$ cat src/semaphore_table_with_wait_queues_assert.svh
// ----------------------------------------------------------------------------
// Assertion macros for the semaphore table
// Shared property forms: same-cycle and next-cycle implication under reset.
// ----------------------------------------------------------------------------
`ifndef SEMAPHORE_TABLE_WITH_WAIT_QUEUES_ASSERT_SVH
`define SEMAPHORE_TABLE_WITH_WAIT_QUEUES_ASSERT_SVH

// ante holds -> cons holds in the same cycle
`define SWQ_ASSERT_IMPL(label, clk, rstn, ante, cons) \
    label: assert property (@(posedge clk) disable iff (!rstn) (ante) |-> (cons)) \
        else $error("semaphore table: same-cycle check failed");

// ante holds -> cons holds in the next cycle
`define SWQ_ASSERT_NEXT(label, clk, rstn, ante, cons) \
    label: assert property (@(posedge clk) disable iff (!rstn) (ante) |=> (cons)) \
        else $error("semaphore table: next-cycle check failed");

`endif

$ cat src/swq_pkg.sv
// ----------------------------------------------------------------------------
// swq_pkg
// Types and codes shared by the semaphore table, its cells and its controller.
// ----------------------------------------------------------------------------
`timescale 1ns / 1ps
`default_nettype none

package swq_pkg;

    localparam int OPCODE_W   = 2;
    localparam int PID_PORT_W = 8;
    localparam int SEM_ID_W   = 4;
    localparam int INIT_W     = 16;
    localparam int STATUS_W   = 3;
    localparam int ALLOC_ID_W = 4;
    // cell index width, covers the largest table
    localparam int IDX_W      = 8;

    localparam logic [OPCODE_W-1:0] OP_ALLOC  = 2'd0;
    localparam logic [OPCODE_W-1:0] OP_WAIT   = 2'd1;
    localparam logic [OPCODE_W-1:0] OP_SIGNAL = 2'd2;

    localparam logic [STATUS_W-1:0] STATUS_OK        = 3'd0;
    localparam logic [STATUS_W-1:0] STATUS_NO_FREE   = 3'd1;
    localparam logic [STATUS_W-1:0] STATUS_DUPLICATE = 3'd2;
    localparam logic [STATUS_W-1:0] STATUS_FULL      = 3'd3;
    localparam logic [STATUS_W-1:0] STATUS_NOT_ALLOC = 3'd4;

    typedef struct packed {
        logic [OPCODE_W-1:0]      opcode;
        logic [PID_PORT_W-1:0]    process_id;
        logic [SEM_ID_W-1:0]      sem_id;
        logic signed [INIT_W-1:0] init_value;
    } s_word_t;

    typedef struct packed {
        logic [STATUS_W-1:0]   status;
        logic [ALLOC_ID_W-1:0] allocated_id;
        logic                  block_caller;
        logic                  release_valid;
        logic [PID_PORT_W-1:0] release_pid;
    } m_word_t;

    // word walking down the cell chain; cells fill in the result flags
    typedef struct packed {
        logic [OPCODE_W-1:0]      opcode;
        logic [SEM_ID_W-1:0]      sem_id;
        logic signed [INIT_W-1:0] init_value;
        logic                     claimed;
        logic [ALLOC_ID_W-1:0]    alloc_id;
        logic                     found;
        logic                     neg;
    } chain_word_t;

    // queue length write-back from the controller into one cell
    typedef struct packed {
        logic                we;
        logic [SEM_ID_W-1:0] sem_id;
    } len_upd_t;

    typedef enum logic [2:0] {
        ST_IDLE,
        ST_CHAIN,
        ST_SCAN,
        ST_SHIFT,
        ST_FINISH
    } ctrl_state_t;

endpackage

`default_nettype wire

$ cat src/semaphore_table_with_wait_queues.sv
// ----------------------------------------------------------------------------
// semaphore_table_with_wait_queues
// Counting semaphores with FIFO wait queues: allocate, wait and signal.
// ----------------------------------------------------------------------------
// Requests enter on s_valid/s_ready (s_data), one result word leaves on
// m_valid/m_ready (m_data) for every request.
// Each request walks a chain of NUM_SEMS cells, one cell per cycle; the cell
// it concerns updates its count and reports its queue length. Allocate and
// plain wait/signal go from the chain end straight to the finish state. A wait
// that goes negative walks the queue memory (one read a cycle); a signal
// with waiters shifts the queue up one slot.
// One request is in work at a time; s_ready returns in the cycle the result
// is loaded into the output register, so a stalled receiver holds one word
// while the next request is already accepted. A result that finds the output
// register still full waits in the sequencer until m_ready frees it.
// Reset (aresetn low, synchronous) frees all entries and empties the
// pipeline; counts and lengths need no clearing since allocate writes them
// before first use, and queue slots are written before they are read.
// ----------------------------------------------------------------------------
`timescale 1ns / 1ps
`default_nettype none
`include "semaphore_table_with_wait_queues_assert.svh"

module semaphore_table_with_wait_queues
    import swq_pkg::*;
#(
    parameter int NUM_SEMS    = 16,
    parameter int QUEUE_DEPTH = 16,
    parameter int PID_BITS    = 8
) (
    input  wire logic aclk,
    input  wire logic aresetn,
    input  wire logic s_valid,
    output logic      s_ready,
    input  s_word_t   s_data,
    output logic      m_valid,
    input  wire logic m_ready,
    output m_word_t   m_data
);

    localparam int LEN_W = $clog2(QUEUE_DEPTH + 1);

    wire [NUM_SEMS:0]            chain_vld;
    wire chain_word_t            chain_word [NUM_SEMS+1];
    wire [NUM_SEMS:0][LEN_W-1:0] chain_len;
    len_upd_t                    upd;
    logic [LEN_W-1:0]            upd_len;

    assign chain_len[0] = '0;

    swq_ctrl #(
        .NUM_SEMS    (NUM_SEMS),
        .QUEUE_DEPTH (QUEUE_DEPTH),
        .PID_BITS    (PID_BITS)
    ) u_ctrl (
        .aclk           (aclk),
        .aresetn        (aresetn),
        .s_valid        (s_valid),
        .s_ready        (s_ready),
        .s_data         (s_data),
        .m_valid        (m_valid),
        .m_ready        (m_ready),
        .m_data         (m_data),
        .chain_in_vld   (chain_vld[0]),
        .chain_in_word  (chain_word[0]),
        .chain_out_vld  (chain_vld[NUM_SEMS]),
        .chain_out_word (chain_word[NUM_SEMS]),
        .chain_out_len  (chain_len[NUM_SEMS]),
        .upd            (upd),
        .upd_len        (upd_len)
    );

    for (genvar g = 0; g < NUM_SEMS; g++) begin : g_cell
        swq_cell #(
            .LEN_W (LEN_W)
        ) u_cell (
            .aclk     (aclk),
            .aresetn  (aresetn),
            .cell_idx (IDX_W'(g)),
            .in_vld   (chain_vld[g]),
            .in_word  (chain_word[g]),
            .in_len   (chain_len[g]),
            .upd      (upd),
            .upd_len  (upd_len),
            .out_vld  (chain_vld[g+1]),
            .out_word (chain_word[g+1]),
            .out_len  (chain_len[g+1])
        );
    end

    // only one request word may be in the chain
    `SWQ_ASSERT_IMPL(a_chain_single, aclk, aresetn, 1'b1, $onehot0(chain_vld))
    `SWQ_ASSERT_NEXT(a_busy_after_accept, aclk, aresetn, s_valid && s_ready, !s_ready)
    `SWQ_ASSERT_IMPL(a_exit_while_busy, aclk, aresetn, chain_vld[NUM_SEMS], !s_ready)
    // length write-back must not race a word passing the cells
    `SWQ_ASSERT_IMPL(a_upd_chain_empty, aclk, aresetn, upd.we, chain_vld == '0)

endmodule

`default_nettype wire

$ cat src/swq_cell.sv
// ----------------------------------------------------------------------------
// swq_cell
// One semaphore entry: valid flag, count and queue length. Updates itself as
// the request word passes and hands the word to the next cell.
// ----------------------------------------------------------------------------
`timescale 1ns / 1ps
`default_nettype none

module swq_cell
    import swq_pkg::*;
#(
    parameter int LEN_W = 5
) (
    input  logic              aclk,
    input  logic              aresetn,
    input  logic [IDX_W-1:0]  cell_idx,
    input  logic              in_vld,
    input  chain_word_t       in_word,
    input  logic [LEN_W-1:0]  in_len,
    input  len_upd_t          upd,
    input  logic [LEN_W-1:0]  upd_len,
    output logic              out_vld,
    output chain_word_t       out_word,
    output logic [LEN_W-1:0]  out_len
);

    logic                     vld_reg;
    chain_word_t              word_reg, word_next;
    logic [LEN_W-1:0]         olen_reg, olen_next;
    logic                     entry_valid_reg, entry_valid_next;
    logic signed [INIT_W-1:0] count_reg, count_next;
    logic [LEN_W-1:0]         len_reg, len_next;

    logic                     hit;
    logic                     alloc_here;
    logic                     op_here;
    logic [INIT_W-1:0]        count_dec;

    assign hit        = in_vld && (IDX_W'(in_word.sem_id) == cell_idx);
    assign alloc_here = in_vld && (in_word.opcode == OP_ALLOC) && !in_word.claimed
                        && !entry_valid_reg;
    assign op_here    = hit && entry_valid_reg
                        && ((in_word.opcode == OP_WAIT) || (in_word.opcode == OP_SIGNAL));
    assign count_dec  = count_reg - INIT_W'(1);

    always_comb begin
        word_next        = in_word;
        olen_next        = in_len;
        entry_valid_next = entry_valid_reg;
        count_next       = count_reg;
        len_next         = len_reg;
        if (alloc_here) begin
            entry_valid_next  = 1'b1;
            count_next        = in_word.init_value;
            len_next          = '0;
            word_next.claimed = 1'b1;
            word_next.alloc_id = cell_idx[ALLOC_ID_W-1:0];
        end
        if (op_here) begin
            word_next.found = 1'b1;
            olen_next       = len_reg;
            if (in_word.opcode == OP_WAIT) begin
                count_next    = count_dec;
                word_next.neg = count_dec[INIT_W-1];
            end else begin
                count_next = count_reg + INIT_W'(1);
            end
        end
        if (upd.we && (IDX_W'(upd.sem_id) == cell_idx)) begin
            len_next = upd_len;
        end
    end

    always_ff @(posedge aclk) begin
        if (!aresetn) begin
            vld_reg         <= 1'b0;
            entry_valid_reg <= 1'b0;
        end else begin
            vld_reg         <= in_vld;
            entry_valid_reg <= entry_valid_next;
        end
    end

    always_ff @(posedge aclk) begin
        word_reg  <= word_next;
        olen_reg  <= olen_next;
        count_reg <= count_next;
        len_reg   <= len_next;
    end

    assign out_vld  = vld_reg;
    assign out_word = word_reg;
    assign out_len  = olen_reg;

endmodule

`default_nettype wire

$ cat src/swq_ctrl.sv
// ----------------------------------------------------------------------------
// swq_ctrl
// Request sequencer: launches the chain word, walks the wait queue memory
// for duplicate search, append and head removal, and drives the result word.
// ----------------------------------------------------------------------------
`timescale 1ns / 1ps
`default_nettype none

module swq_ctrl
    import swq_pkg::*;
#(
    parameter int NUM_SEMS    = 16,
    parameter int QUEUE_DEPTH = 16,
    parameter int PID_BITS    = 8,
    localparam int LEN_W      = $clog2(QUEUE_DEPTH + 1)
) (
    input  logic              aclk,
    input  logic              aresetn,
    input  logic              s_valid,
    output logic              s_ready,
    input  s_word_t           s_data,
    output logic              m_valid,
    input  logic              m_ready,
    output m_word_t           m_data,
    output logic              chain_in_vld,
    output chain_word_t       chain_in_word,
    input  logic              chain_out_vld,
    input  chain_word_t       chain_out_word,
    input  logic [LEN_W-1:0]  chain_out_len,
    output len_upd_t          upd,
    output logic [LEN_W-1:0]  upd_len
);

    localparam int PID_W     = (PID_BITS < PID_PORT_W) ? PID_BITS : PID_PORT_W;
    localparam int MEM_DEPTH = NUM_SEMS * QUEUE_DEPTH;
    localparam int ADDR_W    = (MEM_DEPTH > 1) ? $clog2(MEM_DEPTH) : 1;

    ctrl_state_t          state_reg, state_next;
    logic [OPCODE_W-1:0]  op_reg, op_next;
    logic [SEM_ID_W-1:0]  sid_reg, sid_next;
    logic [PID_W-1:0]     pid_reg, pid_next;
    logic [LEN_W-1:0]     len_reg, len_next;
    logic [LEN_W-1:0]     idx_reg, idx_next;
    logic                 pend_reg, pend_next;
    logic [LEN_W-1:0]     pend_idx_reg, pend_idx_next;
    logic [PID_W-1:0]     head_reg, head_next;
    m_word_t              res_reg, res_next;
    logic                 m_valid_reg, m_valid_next;
    m_word_t              m_data_reg, m_data_next;

    logic [PID_W-1:0]     mem [MEM_DEPTH];
    logic [PID_W-1:0]     rdata_reg;
    logic                 rd_en;
    logic [ADDR_W-1:0]    rd_addr;
    logic                 wr_en;
    logic [ADDR_W-1:0]    wr_addr;
    logic [PID_W-1:0]     wr_data;

    logic [ADDR_W-1:0]    base;
    logic                 acc;
    logic                 issue;
    logic                 done_walk;
    logic                 match;
    logic                 out_free;
    logic                 go_scan;
    logic                 go_shift;

    assign base      = ADDR_W'(32'(sid_reg) * QUEUE_DEPTH);
    assign acc       = s_valid && (state_reg == ST_IDLE);
    assign issue     = (idx_reg < len_reg);
    assign done_walk = !issue && !pend_reg;
    assign match     = pend_reg && (rdata_reg == pid_reg);
    assign out_free  = !m_valid_reg || m_ready;
    assign go_scan   = chain_out_word.found && (op_reg == OP_WAIT) && chain_out_word.neg;
    assign go_shift  = chain_out_word.found && (op_reg == OP_SIGNAL)
                       && (chain_out_len != '0);

    always_comb begin
        state_next = state_reg;
        unique case (state_reg)
            ST_IDLE: begin
                if (acc) state_next = ST_CHAIN;
            end
            ST_CHAIN: begin
                if (chain_out_vld) begin
                    if (go_scan)       state_next = ST_SCAN;
                    else if (go_shift) state_next = ST_SHIFT;
                    else               state_next = ST_FINISH;
                end
            end
            ST_SCAN: begin
                if (match || done_walk) state_next = ST_FINISH;
            end
            ST_SHIFT: begin
                if (done_walk) state_next = ST_FINISH;
            end
            ST_FINISH: begin
                if (out_free) state_next = ST_IDLE;
            end
            default: state_next = ST_IDLE;
        endcase
    end

    always_comb begin
        op_next       = op_reg;
        sid_next      = sid_reg;
        pid_next      = pid_reg;
        len_next      = len_reg;
        idx_next      = idx_reg;
        pend_next     = pend_reg;
        pend_idx_next = pend_idx_reg;
        head_next     = head_reg;
        res_next      = res_reg;
        m_valid_next  = m_valid_reg;
        m_data_next   = m_data_reg;
        rd_en         = 1'b0;
        rd_addr       = base + ADDR_W'(idx_reg);
        wr_en         = 1'b0;
        wr_addr       = base + ADDR_W'(len_reg);
        wr_data       = pid_reg;
        upd           = '0;
        upd.sem_id    = sid_reg;
        upd_len       = '0;
        s_ready       = (state_reg == ST_IDLE);

        chain_in_vld             = acc;
        chain_in_word            = '0;
        chain_in_word.opcode     = s_data.opcode;
        chain_in_word.sem_id     = s_data.sem_id;
        chain_in_word.init_value = s_data.init_value;

        if (m_valid_reg && m_ready) m_valid_next = 1'b0;

        unique case (state_reg)
            ST_IDLE: begin
                if (acc) begin
                    op_next  = s_data.opcode;
                    sid_next = s_data.sem_id;
                    pid_next = s_data.process_id[PID_W-1:0];
                end
            end
            ST_CHAIN: begin
                if (chain_out_vld) begin
                    res_next  = '0;
                    len_next  = chain_out_len;
                    idx_next  = '0;
                    pend_next = 1'b0;
                    unique case (op_reg) inside
                        OP_ALLOC: begin
                            if (chain_out_word.claimed)
                                res_next.allocated_id = chain_out_word.alloc_id;
                            else
                                res_next.status = STATUS_NO_FREE;
                        end
                        OP_WAIT, OP_SIGNAL: begin
                            if (!chain_out_word.found) res_next.status = STATUS_NOT_ALLOC;
                        end
                        default: ;
                    endcase
                end
            end
            ST_SCAN: begin
                // reads go out one per cycle, compare uses the registered read data
                rd_en     = issue;
                pend_next = issue;
                if (issue) idx_next = idx_reg + LEN_W'(1);
                if (match) begin
                    res_next.status = STATUS_DUPLICATE;
                end else if (done_walk) begin
                    if (len_reg >= LEN_W'(QUEUE_DEPTH)) begin
                        res_next.status = STATUS_FULL;
                    end else begin
                        wr_en                 = 1'b1;
                        upd.we                = 1'b1;
                        upd_len               = len_reg + LEN_W'(1);
                        res_next.block_caller = 1'b1;
                    end
                end
            end
            ST_SHIFT: begin
                // read slot i, write it back into slot i-1; slot 0 is the head
                rd_en         = issue;
                pend_next     = issue;
                pend_idx_next = idx_reg;
                if (issue) idx_next = idx_reg + LEN_W'(1);
                if (pend_reg) begin
                    if (pend_idx_reg == '0) begin
                        head_next = rdata_reg;
                    end else begin
                        wr_en   = 1'b1;
                        wr_addr = base + ADDR_W'(pend_idx_reg - LEN_W'(1));
                        wr_data = rdata_reg;
                    end
                end
                if (done_walk) begin
                    upd.we                 = 1'b1;
                    upd_len                = len_reg - LEN_W'(1);
                    res_next.release_valid = 1'b1;
                    res_next.release_pid   = PID_PORT_W'(head_reg);
                end
            end
            ST_FINISH: begin
                if (out_free) begin
                    m_valid_next = 1'b1;
                    m_data_next  = res_reg;
                end
            end
            default: ;
        endcase
    end

    always_ff @(posedge aclk) begin
        if (!aresetn) begin
            state_reg   <= ST_IDLE;
            pend_reg    <= 1'b0;
            m_valid_reg <= 1'b0;
        end else begin
            state_reg   <= state_next;
            pend_reg    <= pend_next;
            m_valid_reg <= m_valid_next;
        end
    end

    always_ff @(posedge aclk) begin
        op_reg       <= op_next;
        sid_reg      <= sid_next;
        pid_reg      <= pid_next;
        len_reg      <= len_next;
        idx_reg      <= idx_next;
        pend_idx_reg <= pend_idx_next;
        head_reg     <= head_next;
        res_reg      <= res_next;
        m_data_reg   <= m_data_next;
    end

    always_ff @(posedge aclk) begin
        if (wr_en) mem[wr_addr] <= wr_data;
        if (rd_en) rdata_reg <= mem[rd_addr];
    end

    assign m_valid = m_valid_reg;
    assign m_data  = m_data_reg;

endmodule

`default_nettype wire

$ cat config.mk
export PLATFORM = sky130hd
export DESIGN_NAME = semaphore_table_with_wait_queues
export DESIGN_NICKNAME = d
export VERILOG_FILES = /design/src/swq_pkg.sv /design/src/semaphore_table_with_wait_queues.sv /design/src/swq_cell.sv /design/src/swq_ctrl.sv
export VERILOG_INCLUDE_DIRS = /design/src /design/src/src
export SDC_FILE = /design/constraint.sdc
export NUM_CORES = 2
export LEC_CHECK = 0
export BUFFER_PORTS_ARGS = -buffer_cell sky130_fd_sc_hd__buf_2
export CAP_MARGIN = 0
export CORE_MARGIN = 2
export CORE_UTILIZATION = 65
export DETAILED_ROUTE_END_ITERATION = 8
export PLACE_DENSITY = 0.81
export SYNTH_ARGS = -nofsm -noshare
export SYNTH_HDL_FRONTEND = slang
export SYNTH_SLANG_ARGS = --single-unit
$ cat constraint.sdc
create_clock -name aclk -period 10.4 [get_ports aclk]
set_input_delay 1.56 -clock aclk [delete_from_list [all_inputs] [get_ports aclk]]
set_output_delay 1.56 -clock aclk [all_outputs]
set_load 0.01 [all_outputs]
==> results.md <==
- The total vias in the final route is just under 70k.
- The synthesized-area fraction occupied by ao, oa, aoi and oai cells was 0.0465.
- For this configuration, the core starts out at a cell density of 0.653.
- The fraction of post-synthesis cell area in the top cell type by area is 0.628.
- The via count of the first global-routing pass was ~68k.
- Counting I/O delays and the setup requirement, the final critical path takes 5740 ps.
- Compared with the post-synthesis result, the final layout area differs by 10.5%.
- The instance count of the mapped netlist is 7238.
- In the final layout, the share of cells above drive strength 1 is 0.164.
- The run finished, with violations left.
- The final cycle utilization of the critical path is 0.552.
- The remaining number of nets flagged by the antenna check after routing is 0.
- The commonest cells after synthesis are sky130_fd_sc_hd__edfxtp_1 (2463), sky130_fd_sc_hd__nand2_1 (589), sky130_fd_sc_hd__dfxtp_1 (544).
- The overall die area is 185000 sq um.
- The critical path is of the flip-flop to flip-flop type.
- After the first detailed-routing iteration, the DRC count stood at 10.6k.
- TritonCTS created between 300 and 400 clock buffers.
- The most common cell in the netlist is sky130_fd_sc_hd__edfxtp_1.
- Using the TritonRoute via totals, the vias-per-cell ratio works out to 6.97.
- The cell taking the most area after synthesis is sky130_fd_sc_hd__edfxtp_1.
- Setup repair after global routing left no endpoint under its margin.
- The worst slew margin relative to its limit is -0.101.
- The setup fix buffers added after clock tree synthesis is 0.
- The post-CTS clock slew at the launch and capture registers of the worst setup and hold paths is 60 ps.
- Dividing the detail-routed wire length by the instance count gives around 30 microns.
- Measured along the x axis, the die boundary spans 430 microns.
- The final reports fail on capacitance limit, slew limit.
- By area, the combinational part of the netlist is dominated by multiplexers.
- The first TritonRoute pass finished after 9 iterations.
- The worst min-delay path class is flip-flop to flip-flop.
- After routing, the total negative slack on setup checks comes to 0 ps.
- The maximum clock skew at final layout is 107 ps.
- The global routing usage summed across all routing layers is 0.328.
- The average size of a mapped cell is 16.3 sq um.
- The launching element type of the critical path is a flip-flop.
- The distinct cell type count of the synthesized netlist is 86.
- The multiplexer share of the synthesized area is 0.107.
- Synthesis produced a netlist with a net count of around 7.4k.
- The xor/xnor cell area share of the yosys netlist is 0.0207.
- The data required time of the critical path is 11040 ps.
- The share of power burned in combinational logic is 0.115.
- The post-synth design cell area is about 120000 sq um.
- The worst-path maximum fanout is approximately 120.
- Counting the fill cells in the layout gives 10.2k.
- The tree built by TritonCTS fans out to 3007 sinks.
- The global-route congestion overflow total is 0.
- The clock network power share is 0.384.
- After detailed routing, the number of remaining DRC violations is 0.
- The count of hold buffers inserted by post-cts repair is 0.
- The max-slew violation count is 14.
- The longest clock path from root to sink contains 4 buffers.
- The root buffer cell is sky130_fd_sc_hd__clkbuf_16.
- The async set-reset flop share out of synthesis is 0.
- The final estimated routing congestion in global placement is around 0.9.
- The internal power component is a little over 20000 uW.
- The leakage power figure is 0.0432 uW.
- The final-report setup violation count is 0.
- For this run, the leading register cell type out of synthesis is sky130_fd_sc_hd__edfxtp_1.
- The count of max-cap constraint violations is 3.
- The wire length after detailed routing is between 300 and 400 mm.
- TritonCTS built the clock tree.
- The HPWL after detailed placement is 173 mm.
- The number of flip-flops in the largest register is a little over 2k.
- The later pin in the worst-skew pair is clocked with a latency of 960 ps.
- The largest net degree at the start of global routing is approximately 160.
- Synthesis inferred 3007 register bits.
- The final total power is between 20000 and 30000 uW.
- The simple logic cell fraction of the synthesized area is 0.0784.
- The placeable core area is 180000 sq um.
- The first global-routing pass estimated 447 mm of wire.
- In this run, post-CTS repair resized a total of 0 instances.
- The switching share of total power is 0.255.
- The count of port buffers added during placement is between 50 and 60.
- The number of failing hold endpoints at the final stage is 0.
- The analysis attributes to net switching a power of 7070 uW.
- The worst path arrival time is 6380 ps.
- For this run, the register share of the synthesized area comes to 0.721.
- The count of synthesis-stage warnings from yosys is 0.
- The worst setup path is captured at a flip-flop.
- Of the total power, registers draw 0.501.
- Row generation in the floorplan step produced 156 rows.
- Yosys attributes the largest share of cell area to sky130_fd_sc_hd__edfxtp_1 (63%), sky130_fd_sc_hd__mux4_2 (9.5%), sky130_fd_sc_hd__dfxtp_1 (9.2%).
- The vertical extent of the die is 430 microns.
- IR analysis of the VDD net gives a maximum drop of 189 uV.
- In this run the number of H-tree levels came out at 5.
- Counting flops with a built-in enable in the synthesized netlist gives 2463.
- The number of ports placed on the die boundary is 53.
- Final hold analysis gives a worst-case slack of 326 ps.
- At the pin with the least slew margin, the transition time is 1640 ps.
- The initial antenna violation count is 16.
- Power spread over the standard cell area amounts to 213 nW/um^2.
- For this run, the post-layout net count is 7436.
- Timing would allow up to approximately 170 MHz.
- Of the total synthesized cell area, the portion taken by full adders, half adders and majority gates is 0.00899.
-- worst max-delay path, cell delays in order, from the launching register on --
cell                        delay [ps]
sky130_fd_sc_hd__edfxtp_1          430
sky130_fd_sc_hd__buf_12            260
sky130_fd_sc_hd__buf_12            460
sky130_fd_sc_hd__buf_12            370
sky130_fd_sc_hd__inv_2             470
sky130_fd_sc_hd__buf_4             570
sky130_fd_sc_hd__nor2_1            320
sky130_fd_sc_hd__a221oi_1          630
sky130_fd_sc_hd__o21a_1            350
sky130_fd_sc_hd__a31oi_1            90
sky130_fd_sc_hd__o2111ai_1         660
sky130_fd_sc_hd__o311ai_0          330
-- routing by layer --
metal | vias up | wire length (microns) | global-route usage
met5 | - | 103 | 0.000520
met4 | 14 | 15800 | 0.147
met3 | 1074 | 39700 | 0.0956
met2 | 5567 | 144000 | 0.515
met1 | 34165 | 103000 | 0.428
li1 | 28309 | - | -
-- final cells by class --
| class | count | area (sq um) | area share |
|---|---|---|---|
| Clock inverter | 154 | 1380 | 0.0106 |
| Sequential cell | 3007 | 84900 | 0.652 |
| Antenna cell | 11 | 27.5 | 0.000212 |
| Inverter | 129 | 484 | 0.00372 |
| Timing Repair Buffer | 164 | 1190 | 0.00918 |
| Clock buffer | 370 | 8110 | 0.0623 |
| Multi-Input combinational cell | 3715 | 31000 | 0.239 |
| Tap cell | 2370 | 2970 | 0.0228 |
-- power by group through the flow --
stage                     Combinational (uW)  Sequential, uW  Clock (uW)
after detailed placement                2950           14100           0
final                                   3200           13900       10600
after floorplan                         1640           14100           0
after CTS                               3040           13900       10700
after global routing                    3240           13900       11100
after global placement                  2870           14100           0
-- through the flow --
stage          cell area [sq um]  worst slack [ps]  instances   util
3_5_place_dp              121000              5140       9383  0.668
6_report                  130000              4660       9920  0.721
5_1_grt                   130000              4650       9910  0.721
3_3_place_gp              120000              5170       9382  0.668
2_1_floorplan             118000              6290       7238      -
4_1_cts                   130000              4880       9907  0.721
-- cell families after synthesis --
kind of cell / after synthesis
xor+xnor: 277
mux: 628
flops: 3007
fa+ha+maj: 84
buf+inv: 516
compound gates: 876
simple gates: 1850
-- worst paths after layout --
| kind | startpoint | cells past startpoint | end | slack, ps |
|---|---|---|---|---|
| max | u_ctrl.idx_reg[1] | 11 | u_ctrl.rdata_reg[6] | 4660 |
| min | g_cell[2].u_cell.out_word[24] | 0 | g_cell[3].u_cell.out_word[24] | 330 |
| max reg2reg | u_ctrl.idx_reg[1] | 11 | u_ctrl.rdata_reg[6] | 4660 |
| min reg2reg | g_cell[2].u_cell.out_word[24] | 0 | g_cell[3].u_cell.out_word[24] | 330 |
-- placed cells by master, fill, tap and decap left out, types with 32 or more instances in the layout --
| cell type | count |
|---|---|
| sky130_fd_sc_hd__edfxtp_1 | 2463 |
| sky130_fd_sc_hd__nand2_1 | 588 |
| sky130_fd_sc_hd__dfxtp_1 | 544 |
| sky130_fd_sc_hd__mux4_2 | 497 |
| sky130_fd_sc_hd__o21ai_0 | 354 |
| sky130_fd_sc_hd__nor3_1 | 339 |
| sky130_fd_sc_hd__clkbuf_16 | 313 |
| sky130_fd_sc_hd__nor2_1 | 238 |
| sky130_fd_sc_hd__nand3_1 | 151 |
| sky130_fd_sc_hd__a22oi_1 | 145 |
| sky130_fd_sc_hd__xnor2_1 | 144 |
| sky130_fd_sc_hd__xor2_1 | 127 |
| sky130_fd_sc_hd__inv_1 | 126 |
| sky130_fd_sc_hd__buf_4 | 103 |
| sky130_fd_sc_hd__a21oi_1 | 101 |
| sky130_fd_sc_hd__mux2i_1 | 91 |
| sky130_fd_sc_hd__ha_1 | 83 |
| sky130_fd_sc_hd__nand4_1 | 61 |
| sky130_fd_sc_hd__nor4_1 | 60 |
| sky130_fd_sc_hd__nand2b_1 | 58 |
| sky130_fd_sc_hd__a31oi_1 | 56 |
| sky130_fd_sc_hd__clkinv_1 | 54 |
| sky130_fd_sc_hd__buf_2 | 53 |
| sky130_fd_sc_hd__and3_1 | 50 |
| sky130_fd_sc_hd__clkbuf_1 | 50 |
| sky130_fd_sc_hd__clkinv_2 | 50 |
| sky130_fd_sc_hd__or2_2 | 46 |
| sky130_fd_sc_hd__nor2b_1 | 42 |
| sky130_fd_sc_hd__and2_1 | 40 |
| sky130_fd_sc_hd__mux2_2 | 32 |
| sky130_fd_sc_hd__a221oi_1 | 32 |
(Power assumes the default switching activity.)
